$ cat config.mk
export PLATFORM = sky130hd
export DESIGN_NAME = triple_cascade_pid_motor_control_core
export DESIGN_NICKNAME = d
export VERILOG_FILES = /design/src/rtl/core/tcpid_pkg.sv /design/src/rtl/core/triple_cascade_pid_motor_control_core.sv /design/src/rtl/core/tcpid_pid_unit.sv
export SDC_FILE = /design/constraint.sdc
export NUM_CORES = 2
export LEC_CHECK = 0
export BUFFER_PORTS_ARGS = -buffer_cell sky130_fd_sc_hd__buf_4
export CAP_MARGIN = 20
export CORE_AREA = 2 2 433 521
export DETAILED_ROUTE_END_ITERATION = 16
export DIE_AREA = 0 0 435 523
export REMOVE_ABC_BUFFERS = 1
export SETUP_SLACK_MARGIN = 0.15
export SLEW_MARGIN = 5
export SYNTH_ARGS = -nofsm -noshare
export SYNTH_HDL_FRONTEND = slang
export SYNTH_HIERARCHICAL = 1
export SYNTH_SLANG_ARGS = --single-unit
$ cat constraint.sdc
create_clock -name clk -period 13.06 [get_ports clk]
set_clock_uncertainty 0.15 [all_clocks]
set_input_delay 0 -clock clk [delete_from_list [all_inputs] [get_ports clk]]
set_output_delay 0 -clock clk [all_outputs]
set_load 0.02 [all_outputs]
$ cat src/rtl/core/tcpid_pkg.sv
// Package: shared types, constants and register codes for the cascaded PID core.
`timescale 1ns / 1ps
package tcpid_pkg;

	localparam int POSITION_DIVIDE_DEF = 25;
	localparam int VELOCITY_DIVIDE_DEF = 5;
	localparam int ROTOR_PAIRS_DEF     = 7;

	localparam int CFG_IDX_W  = 3;
	localparam int CFG_DATA_W = 48;

	typedef enum logic [CFG_IDX_W-1:0] {
		REG_POS_GAINS = 3'd0,
		REG_VEL_GAINS = 3'd1,
		REG_CUR_GAINS = 3'd2,
		REG_POS_LIMIT = 3'd3,
		REG_VEL_LIMIT = 3'd4,
		REG_CUR_LIMIT = 3'd5,
		REG_ANG_OFFS  = 3'd6
	} reg_idx_t;

	typedef struct packed {
		logic signed [31:0] target_position;
		logic signed [31:0] actual_position;
		logic               position_valid;
		logic signed [31:0] actual_speed;
		logic signed [31:0] actual_current;
		logic        [15:0] mech_angle;
		logic               angle_valid;
	} in_word_t;

	typedef struct packed {
		logic signed [31:0] voltage_q;
		logic        [15:0] elec_angle;
		logic signed [31:0] speed_reference;
		logic signed [31:0] current_reference;
	} out_word_t;

	// one PID job handed to the shared unit
	typedef struct packed {
		logic               start;
		logic        [47:0] gains;
		logic signed [32:0] err_raw;
		logic signed [31:0] integ;
		logic signed [31:0] last;
		logic        [30:0] int_lim;
		logic        [30:0] out_lim;
	} pid_req_t;

	typedef struct packed {
		logic               done;
		logic signed [31:0] integ;
		logic signed [31:0] last;
		logic signed [31:0] result;
	} pid_rsp_t;

	function automatic logic signed [33:0] clamp_mag(input logic signed [33:0] v,
		input logic [30:0] lim);
		logic signed [33:0] l;
		l = $signed({3'b000, lim});
		if (v > l) return l;
		if (v < -l) return -l;
		return v;
	endfunction

endpackage

$ cat src/rtl/core/triple_cascade_pid_motor_control_core.sv
// Top level: cascaded position / velocity / current PID with electrical angle.
`timescale 1ns / 1ps
// One control word in, one result word out. A tick runs up to three PIDs in
// turn on a single shared multiplier unit, each started from T_POS, T_VEL
// or T_CUR and awaited in T_WAIT; stall is high from accept until the result
// word is taken. The position loop runs on every POSITION_DIVIDE-th word
// (only if position_valid), the velocity loop on every VELOCITY_DIVIDE-th,
// the current loop always. The electrical angle
// ((mech_angle + angle_offset) * ROTOR_PAIRS) mod 65536 is held when
// angle_valid is low. Gains are Q8.8 (kp 15:0, ki 31:16, kd 47:32), signals
// Q16.16; a limit of zero forces the integral and output to zero. Writes to
// unlisted register indexes are dropped. All state but w_q resets to zero.
module triple_cascade_pid_motor_control_core
	import tcpid_pkg::*;
#(
	parameter int POSITION_DIVIDE = POSITION_DIVIDE_DEF,
	parameter int VELOCITY_DIVIDE = VELOCITY_DIVIDE_DEF,
	parameter int ROTOR_PAIRS     = ROTOR_PAIRS_DEF
) (
	input  logic                  clk,
	input  logic                  arst_n,
	input  logic                  in_valid,
	output logic                  in_stall,
	input  in_word_t              in_word,
	output logic                  out_valid,
	input  logic                  out_stall,
	output out_word_t             out_word,
	input  logic                  cfg_we,
	input  logic [CFG_IDX_W-1:0]  cfg_index,
	input  logic [CFG_DATA_W-1:0] cfg_data
);

	localparam int SC_W = $clog2(POSITION_DIVIDE + 1);
	localparam int MC_W = $clog2(VELOCITY_DIVIDE + 1);
	localparam int PP_W = $clog2(ROTOR_PAIRS + 1);

	typedef enum logic [2:0] {T_IDLE, T_POS, T_VEL, T_CUR, T_WAIT, T_OUT} tst_t;

	// config
	logic [47:0] pos_g_q, vel_g_q, cur_g_q;
	logic [30:0] pos_l_q, vel_l_q, cur_l_q;
	logic [15:0] ang_off_q;

	// loop state
	tst_t               st_q, wait_nxt_q;
	logic [SC_W-1:0]    slow_q;
	logic [MC_W-1:0]    mid_q;
	logic signed [31:0] sref_q, cref_q;
	logic signed [31:0] pi_q, pe_q, vi_q, ve_q, ci_q, ce_q;
	logic signed [31:0] vq_q;
	logic        [15:0] ang_q;
	in_word_t           w_q;

	pid_req_t req;
	pid_rsp_t rsp;

	logic [15:0] ang_sum;
	logic [15:0] ang_mul;

	assign ang_sum = w_q.mech_angle + ang_off_q;
	assign ang_mul = 16'(ang_sum * PP_W'(ROTOR_PAIRS));

	tcpid_pid_unit u_pid (.clk(clk), .arst_n(arst_n), .req(req), .rsp(rsp));

	always_comb begin
		req = '0;
		unique case (st_q)
			T_POS: begin
				req.start   = 1'b1;
				req.gains   = pos_g_q;
				req.err_raw = 33'(w_q.target_position) - 33'(w_q.actual_position);
				req.integ   = pi_q;
				req.last    = pe_q;
				req.int_lim = pos_l_q;
				req.out_lim = vel_l_q;
			end
			T_VEL: begin
				req.start   = 1'b1;
				req.gains   = vel_g_q;
				req.err_raw = 33'(sref_q) - 33'(w_q.actual_speed);
				req.integ   = vi_q;
				req.last    = ve_q;
				req.int_lim = vel_l_q;
				req.out_lim = cur_l_q;
			end
			T_CUR: begin
				req.start   = 1'b1;
				req.gains   = cur_g_q;
				req.err_raw = 33'(cref_q) - 33'(w_q.actual_current);
				req.integ   = ci_q;
				req.last    = ce_q;
				req.int_lim = cur_l_q;
				req.out_lim = cur_l_q;
			end
			default: ;
		endcase
	end

	assign in_stall  = (st_q != T_IDLE);
	assign out_valid = (st_q == T_OUT);

	always_ff @(posedge clk or negedge arst_n) begin
		if (!arst_n) begin
			pos_g_q <= '0; vel_g_q <= '0; cur_g_q <= '0;
			pos_l_q <= '0; vel_l_q <= '0; cur_l_q <= '0;
			ang_off_q <= '0;
		end else if (cfg_we) begin
			unique case (cfg_index)
				REG_POS_GAINS: pos_g_q <= cfg_data;
				REG_VEL_GAINS: vel_g_q <= cfg_data;
				REG_CUR_GAINS: cur_g_q <= cfg_data;
				REG_POS_LIMIT: pos_l_q <= cfg_data[30:0];
				REG_VEL_LIMIT: vel_l_q <= cfg_data[30:0];
				REG_CUR_LIMIT: cur_l_q <= cfg_data[30:0];
				REG_ANG_OFFS:  ang_off_q <= cfg_data[15:0];
				default: ;
			endcase
		end
	end

	always_ff @(posedge clk or negedge arst_n) begin
		if (!arst_n) begin
			st_q <= T_IDLE; wait_nxt_q <= T_IDLE;
			slow_q <= '0; mid_q <= '0;
			sref_q <= '0; cref_q <= '0;
			pi_q <= '0; pe_q <= '0; vi_q <= '0; ve_q <= '0; ci_q <= '0; ce_q <= '0;
			vq_q <= '0;
			ang_q <= '0;
		end else begin
			unique case (st_q)
				T_IDLE: if (in_valid) begin
					w_q <= in_word;
					if (slow_q == '0 && in_word.position_valid) st_q <= T_POS;
					else if (mid_q == '0) st_q <= T_VEL;
					else st_q <= T_CUR;
				end
				T_POS: begin wait_nxt_q <= T_POS; st_q <= T_WAIT; end
				T_VEL: begin wait_nxt_q <= T_VEL; st_q <= T_WAIT; end
				T_CUR: begin wait_nxt_q <= T_CUR; st_q <= T_WAIT; end
				T_WAIT: if (rsp.done) begin
					// wait_nxt_q names the loop just finished
					case (wait_nxt_q)
						T_POS: begin
							pi_q <= rsp.integ; pe_q <= rsp.last; sref_q <= rsp.result;
							st_q <= (mid_q == '0) ? T_VEL : T_CUR;
						end
						T_VEL: begin
							vi_q <= rsp.integ; ve_q <= rsp.last; cref_q <= rsp.result;
							st_q <= T_CUR;
						end
						default: begin
							ci_q <= rsp.integ; ce_q <= rsp.last;
							vq_q <= rsp.result;
							if (w_q.angle_valid) ang_q <= ang_mul;
							mid_q  <= (32'(mid_q) + 1 >= VELOCITY_DIVIDE) ? '0 : mid_q + 1'b1;
							slow_q <= (32'(slow_q) + 1 >= POSITION_DIVIDE) ? '0 : slow_q + 1'b1;
							st_q <= T_OUT;
						end
					endcase
				end
				T_OUT: if (!out_stall) st_q <= T_IDLE;
				default: st_q <= T_IDLE;
			endcase
		end
	end

	assign out_word.voltage_q         = vq_q;
	assign out_word.elec_angle        = ang_q;
	assign out_word.speed_reference   = sref_q;
	assign out_word.current_reference = cref_q;

endmodule

$ cat src/rtl/core/tcpid_pid_unit.sv
// Shared PID unit: one 16x34 multiplier stepped over kp, ki and kd terms.
`timescale 1ns / 1ps
module tcpid_pid_unit
	import tcpid_pkg::*;
(
	input  logic     clk,
	input  logic     arst_n,
	input  pid_req_t req,
	output pid_rsp_t rsp
);

	typedef enum logic [2:0] {S_IDLE, S_PREP, S_KP, S_KI, S_KD, S_OUT} st_t;

	st_t                st_q;
	logic signed [31:0] e_q, i_q;
	logic signed [32:0] d_q;
	logic signed [52:0] acc_q;
	logic        [47:0] g_q;
	logic        [30:0] olim_q;
	logic signed [49:0] prod_q;

	logic signed [33:0] e_sat, i_new;
	logic signed [15:0] gsel;
	logic signed [33:0] osel;
	logic signed [52:0] shifted;
	logic signed [33:0] out_c;

	always_comb begin
		e_sat = $signed({req.err_raw[32], req.err_raw});
		if (e_sat > 34'sd2147483647) e_sat = 34'sd2147483647;
		else if (e_sat < -34'sd2147483648) e_sat = -34'sd2147483648;
		i_new = clamp_mag($signed({{2{req.integ[31]}}, req.integ}) + e_sat, req.int_lim);
		gsel = $signed(g_q[15:0]);
		osel = $signed({{2{e_q[31]}}, e_q});
		case (st_q)
			S_KI: begin
				gsel = $signed(g_q[31:16]);
				osel = $signed({{2{i_q[31]}}, i_q});
			end
			S_KD: begin
				gsel = $signed(g_q[47:32]);
				osel = $signed({d_q[32], d_q});
			end
			default: ;
		endcase
		shifted = (acc_q + $signed({{3{prod_q[49]}}, prod_q})) >>> 8;
		out_c = clamp_mag(shifted[33:0], olim_q);
		if (shifted > 53'sd4294967295 || shifted < -53'sd4294967296)
			out_c = shifted[52] ? -$signed({3'b000, olim_q}) : $signed({3'b000, olim_q});
	end

	always_ff @(posedge clk or negedge arst_n) begin
		if (!arst_n) begin
			st_q     <= S_IDLE;
			rsp.done <= 1'b0;
		end else begin
			rsp.done <= 1'b0;
			unique case (st_q)
				S_IDLE: if (req.start) begin
					e_q    <= e_sat[31:0];
					i_q    <= i_new[31:0];
					d_q    <= 33'(e_sat - $signed({{2{req.last[31]}}, req.last}));
					g_q    <= req.gains;
					olim_q <= req.out_lim;
					acc_q  <= '0;
					st_q   <= S_PREP;
				end
				S_PREP: st_q <= S_KP;
				S_KP: begin
					prod_q <= gsel * osel;
					st_q   <= S_KI;
				end
				S_KI: begin
					acc_q  <= acc_q + $signed({{3{prod_q[49]}}, prod_q});
					prod_q <= gsel * osel;
					st_q   <= S_KD;
				end
				S_KD: begin
					acc_q  <= acc_q + $signed({{3{prod_q[49]}}, prod_q});
					prod_q <= gsel * osel;
					st_q   <= S_OUT;
				end
				S_OUT: begin
					rsp.result <= out_c[31:0];
					rsp.integ  <= i_q;
					rsp.last   <= e_q;
					rsp.done   <= 1'b1;
					st_q       <= S_IDLE;
				end
				default: st_q <= S_IDLE;
			endcase
		end
	end

endmodule

-- Word-level counts from Yosys, hierarchy flattened
Index checks and enable logic that the tools add are counted.
- flip-flop bits (word level): 1095
- bits in latches: 0
- bits in writable memories: 0
- ROM bits: 0
- input port bits: 202
- word-level logic and storage cells: 154
- memories: 0
- $add $sub $neg: 13
- multiply operators: 2
- divide/modulo/power cells: 0
- $lt $le $gt $ge: 10
- equality and inequality tests: 22
- shift-type cells: 0
- muxes and demuxes: 36
- bitwise operators: 1
- reductions and logical operators: 31
- operators by type and width (operator ; number):
    $pmux 208 s3 ; 1
    $mux 32 ; 10
    $pmux 53 s2 ; 1
    $sub 32x32->33 ; 3
    $mux 97 ; 1
    $gt 34x32->1 ; 2
    $lt 34x34->1 ; 2
    $mux 34 ; 2
    $neg 31->34 ; 2
    $pmux 34 s2 ; 1
    $add 53x50->53 ; 1
    $mux 53 ; 1
    $mul 16x34->50 ; 1
    $gt 45x33->1 const B ; 1
    $lt 45x33->1 const B ; 1
    $add 32x34->34 ; 1
    $gt 33x32->1 const B ; 1
    $lt 33x32->1 const B ; 1
    $sub 33x32->33 ; 1
    $pmux 16 s2 ; 1
    $eq 3x2->1 const B ; 7
    $eq 3x3->1 const B ; 7
    $reduce_and 3->1 ; 7
    $reduce_and 2->1 ; 9
    other kinds (29) ; 50

-- Depth between registers and ports, before layout
- word-level depth: 11
- gate-level depth with buffers: 43

-- Modules after synthesis
Netlist, hierarchy kept.
- modules (own cells, without submodules) (module ; times used ; cells an instance ; area an instance (sq um)):
    tcpid_pid_unit ; 1 ; 4521 ; 42993.7
    triple_cascade_pid_motor_control_core ; 1 ; 3198 ; 36635.1

-- Worst setup path after synthesis
OpenSTA, ideal clock, no wires.
- path kind: flip-flop to flip-flop
- from: reg cref_q[0]
- to: reg u_pid.i_q[13] (data pin)
- arrival: 8865 ps
- data required time: 12642 ps
- setup slack: 3777 ps
- cell stages (with the launch flop): 44
- path buffers: 3
- cell sequence: dfrtp_1 > inv_1 > ha_1 > inv_1 > fa_1 > a21o_1 > a21o_1 > a2111oi_4 > nor2_2 > a21oi_4 > o221ai_2 > a211oi_2 > nor2_1 > a311o_1 > nand3_1 > inv_1 > clkbuf_1 > maj3_1 > [... 8 more ...] > o21ai_0 > a21o_1 > a21oi_1 > xnor2_1 > ha_1 > a21oi_1 > nor2b_1 > o21ai_0 > nand2b_1 > a21oi_1 > nor2b_1 > o21ai_0 > nand3_1 > o22ai_1 > clkbuf_1 > clkbuf_1 > mux2i_1 > o22ai_1
- RTL lines (what ; RTL line ; text):
    from (decl) ; triple_cascade_pid_motor_control_core.sv:48 ; logic signed [31:0] sref_q, cref_q;
    from (signal assigned) ; triple_cascade_pid_motor_control_core.sv:148 ; vi_q <= rsp.integ; ve_q <= rsp.last; cref_q <= rsp.result;
    to (signal assigned) ; tcpid_pid_unit.sv:61 ; i_q <= i_new[31:0];
    to (decl) ; tcpid_pid_unit.sv:15 ; logic signed [31:0] e_q, i_q;

==> metrics.txt <==
sequential-to-total area share from yosys stat=0.376; count of state elements after synthesis=1094; GRT Total Usage=0.233; crit path DAT=11.78 ns; asr flop ratio synth=0.525; Worst setup EP type=flip-flop; Max Slew Vio Count=0; cell mode on critical path=a21oi_1; Syn Area/Cell=10.3 µm²; Initial Utilization=0.358; CTS sink cnt=1094; Synth Cell Area=79600 µm²; total global routing overflow=0; slowest CP cell=o22ai_4; Setup crit start kind=flip-flop; Rows=190; final cycle utilization of the critical path=0.876; GPL Wtd Cong=0.946; Worst path top cell family by delay=compound AO/OA/AOI/OAI gates; IO Port Bufs=315; YS warnings=6; vias in the first global route=64000; Layout fillers=21400; Mapped Cells=7719; Tmin final=11.43 ns; Setup Viol. Count Final=0; relative slew slack=0.184; ys flop type=dfrtp_1; Iter 0 DRT Violations=5273; Data required, critical path=13.41 ns; Max clock buf depth=3; global-route wire length before repair=404000 µm; DRC violations left=0; WL per Instance=23.4 µm; Die X=435 µm; crit path max fanout=30; Post-Place Worst Slack=1.79 ns; routed vias=61500; worst slew pin tran=1.22 ns; share of cells above drive strength 1=0.155; clock root cell=clkbuf_16; area grow syn2layout=17.6%; Ports=316; largest net degree at the start of global routing=183; status=completed; total negative slack=0 ns; TritonCTS clock tree=yes; core area=223000 µm²; initial antenna violation count=7; later-pin clock latency in the skew report=0.81 ns; DRT Wirelength=268000 µm; crit path launch=cref_q[0]; die height=523 µm; RSZ-0062 raised after global routing=false; DIE AREA=228000 µm²; max cap viols=0; post-DR vias/cell=5.37; cts bufs inserted=120; FF-to-FF Start=cref_q[0]; EDFF count, synth=520; dpl hpwl=198000 µm; worst hold path class=in -> reg; R2R cell count=42; Achievable Freq=87.5 MHz; CP bufs+invs=4; Hold Vio Cnt, Final=0; # H-tree levels=3; crit path kind=reg -> reg; CP Depth=42; Clock transition at path regs=0.06 ns; Initial DRT Pass Iterations=6; slack of the critical path=1.63 ns; max incr delay on CP=0.76 ns; nets=9576; distinct cell type count after synthesis=113; hold_sp=cfg_index[1]; Min-Delay Path Depth=4; ANT nets after route=0
[final timing paths]
| check | to | slack (ns) |
|---|---|---|
| max | u_pid/i_q[8] | 1.63 |
| min | vel_g_q[2] | 0.11 |
| max reg2reg | u_pid/i_q[8] | 1.63 |
| min reg2reg | u_pid/rsp[39] | 0.29 |
| max in group asynchronous | sref_q[12] | 10.97 |
| min in group asynchronous | ang_q[3] | 0.34 |
[layout make-up]
| cell class | instances | area, µm² | area share |
|---|---|---|---|
| multi-input cells | 5375 | 45100 | 0.481 |
| well taps | 2976 | 3720 | 0.0398 |
| clock inverters | 56 | 636 | 0.00679 |
| diodes | 2 | 5.00 | 0.0000534 |
| flip-flops and latches | 1094 | 30000 | 0.320 |
| repair buffers | 828 | 7310 | 0.0781 |
| inverters | 934 | 3510 | 0.0374 |
| clock buffers | 170 | 3400 | 0.0363 |
[flip-flops by register name, indices dropped and copies added, names as in the netlist, 31 cells and up]
| register | cells |
|---|---|
| ce_q | 32 |
| ci_q | 32 |
| cref_q | 32 |
| cur_g_q | 48 |
| cur_l_q | 31 |
| pe_q | 32 |
| pi_q | 32 |
| pos_g_q | 48 |
| pos_l_q | 31 |
| sref_q | 32 |
| u_pid/acc_q | 53 |
| u_pid/d_q | 33 |
| u_pid/e_q | 32 |
| u_pid/g_q | 48 |
| u_pid/i_q | 32 |
| u_pid/olim_q | 31 |
| u_pid/prod_q | 50 |
| u_pid/rsp | 97 |
| ve_q | 32 |
| vel_g_q | 48 |
| vel_l_q | 31 |
| vi_q | 32 |
| vq_q | 32 |
| w_q | 145 |
[repair_timing]
item                                   4_1_cts  5_1_grt
hold buffers                               402        0
resized for setup                            0        0
endpoints found under the hold margin      840        0
buffers inserted                             0        0
[through the flow]
stage / cell area (µm²) / hold WS, ns / util / std cells
5_1_grt: 93700 / 0.116 / 0.421 / 11400
4_1_cts: 93600 / 0.0466 / 0.421 / 11400
2_1_floorplan: 78400 / -0.446 / - / 7403
6_report: 93700 / 0.112 / 0.421 / 11400
3_3_place_gp: 85500 / -0.0769 / 0.384 / 10800
3_5_place_dp: 85600 / -0.0700 / 0.385 / 10800
[tightest hold or removal path, stage by stage]
cell	delay [ns]
dlygate4sd3_1	0.53
buf_4	0.15
nor3b_2	0.11
mux2_2	0.23
[logic make-up after synthesis]
group,share of synthesized area
AND/OR/NAND/NOR,0.111
AO/OA/AOI/OAI,0.116
buffers and inverters,0.0594
flip-flops,0.376
adder cells (fa/ha/maj),0.213
multiplexers,0.0892
XOR/XNOR,0.0347
[per-layer routing]
metal  wire length, µm  track usage
met3             14700       0.0281
met1            111000        0.295
met5                13            0
met4             12000       0.0960
met2            130000        0.405
[layout by cell type, fill, tap and decap left out, types with 31 or more instances in the layout]
| cell | count |
|---|---|
| o21a_1 | 41 |
| a22oi_1 | 152 |
| edfxtp_1 | 520 |
| and3_1 | 40 |
| inv_1 | 933 |
| o21bai_1 | 32 |
| xor2_1 | 93 |
| nand3_1 | 76 |
| nand4_1 | 58 |
| a21o_1 | 224 |
| nor2_1 | 628 |
| dlygate4sd3_1 | 401 |
| xnor2_1 | 216 |
| a21oi_1 | 341 |
| buf_4 | 420 |
| nor3_1 | 79 |
| mux2_2 | 593 |
| and2_1 | 45 |
| mux2i_1 | 40 |
| clkbuf_1 | 31 |
| nand2b_1 | 63 |
| dfrtp_1 | 571 |
| a22o_1 | 34 |
| nor2b_1 | 49 |
| clkbuf_16 | 122 |
| ha_1 | 500 |
| o21ai_0 | 182 |
| o21ai_1 | 31 |
| nand2_1 | 875 |
| a211oi_1 | 33 |
| fa_1 | 521 |
[cells in the mapped netlist, types with 51 or more instances]
library cell | n | share of area
a21o_1 | 224 | 0.021
a21oi_1 | 348 | 0.022
a22oi_1 | 152 | 0.014
clkbuf_1 | 276 | 0.013
dfrtp_1 | 574 | 0.18
edfxtp_1 | 520 | 0.20
fa_1 | 521 | 0.13
ha_1 | 500 | 0.079
inv_1 | 933 | 0.044
mux2_2 | 593 | 0.084
nand2_1 | 876 | 0.041
nand2b_1 | 63 | 0.0049
nand3_1 | 76 | 0.0048
nand4_1 | 58 | 0.0046
nor2_1 | 632 | 0.030
nor2b_1 | 51 | 0.0040
nor3_1 | 81 | 0.0051
o21ai_0 | 182 | 0.011
xnor2_1 | 216 | 0.024
xor2_1 | 93 | 0.010
Power is not shown: default switching activity piles up to over one toggle a cycle in this logic, so the estimate is an artifact.
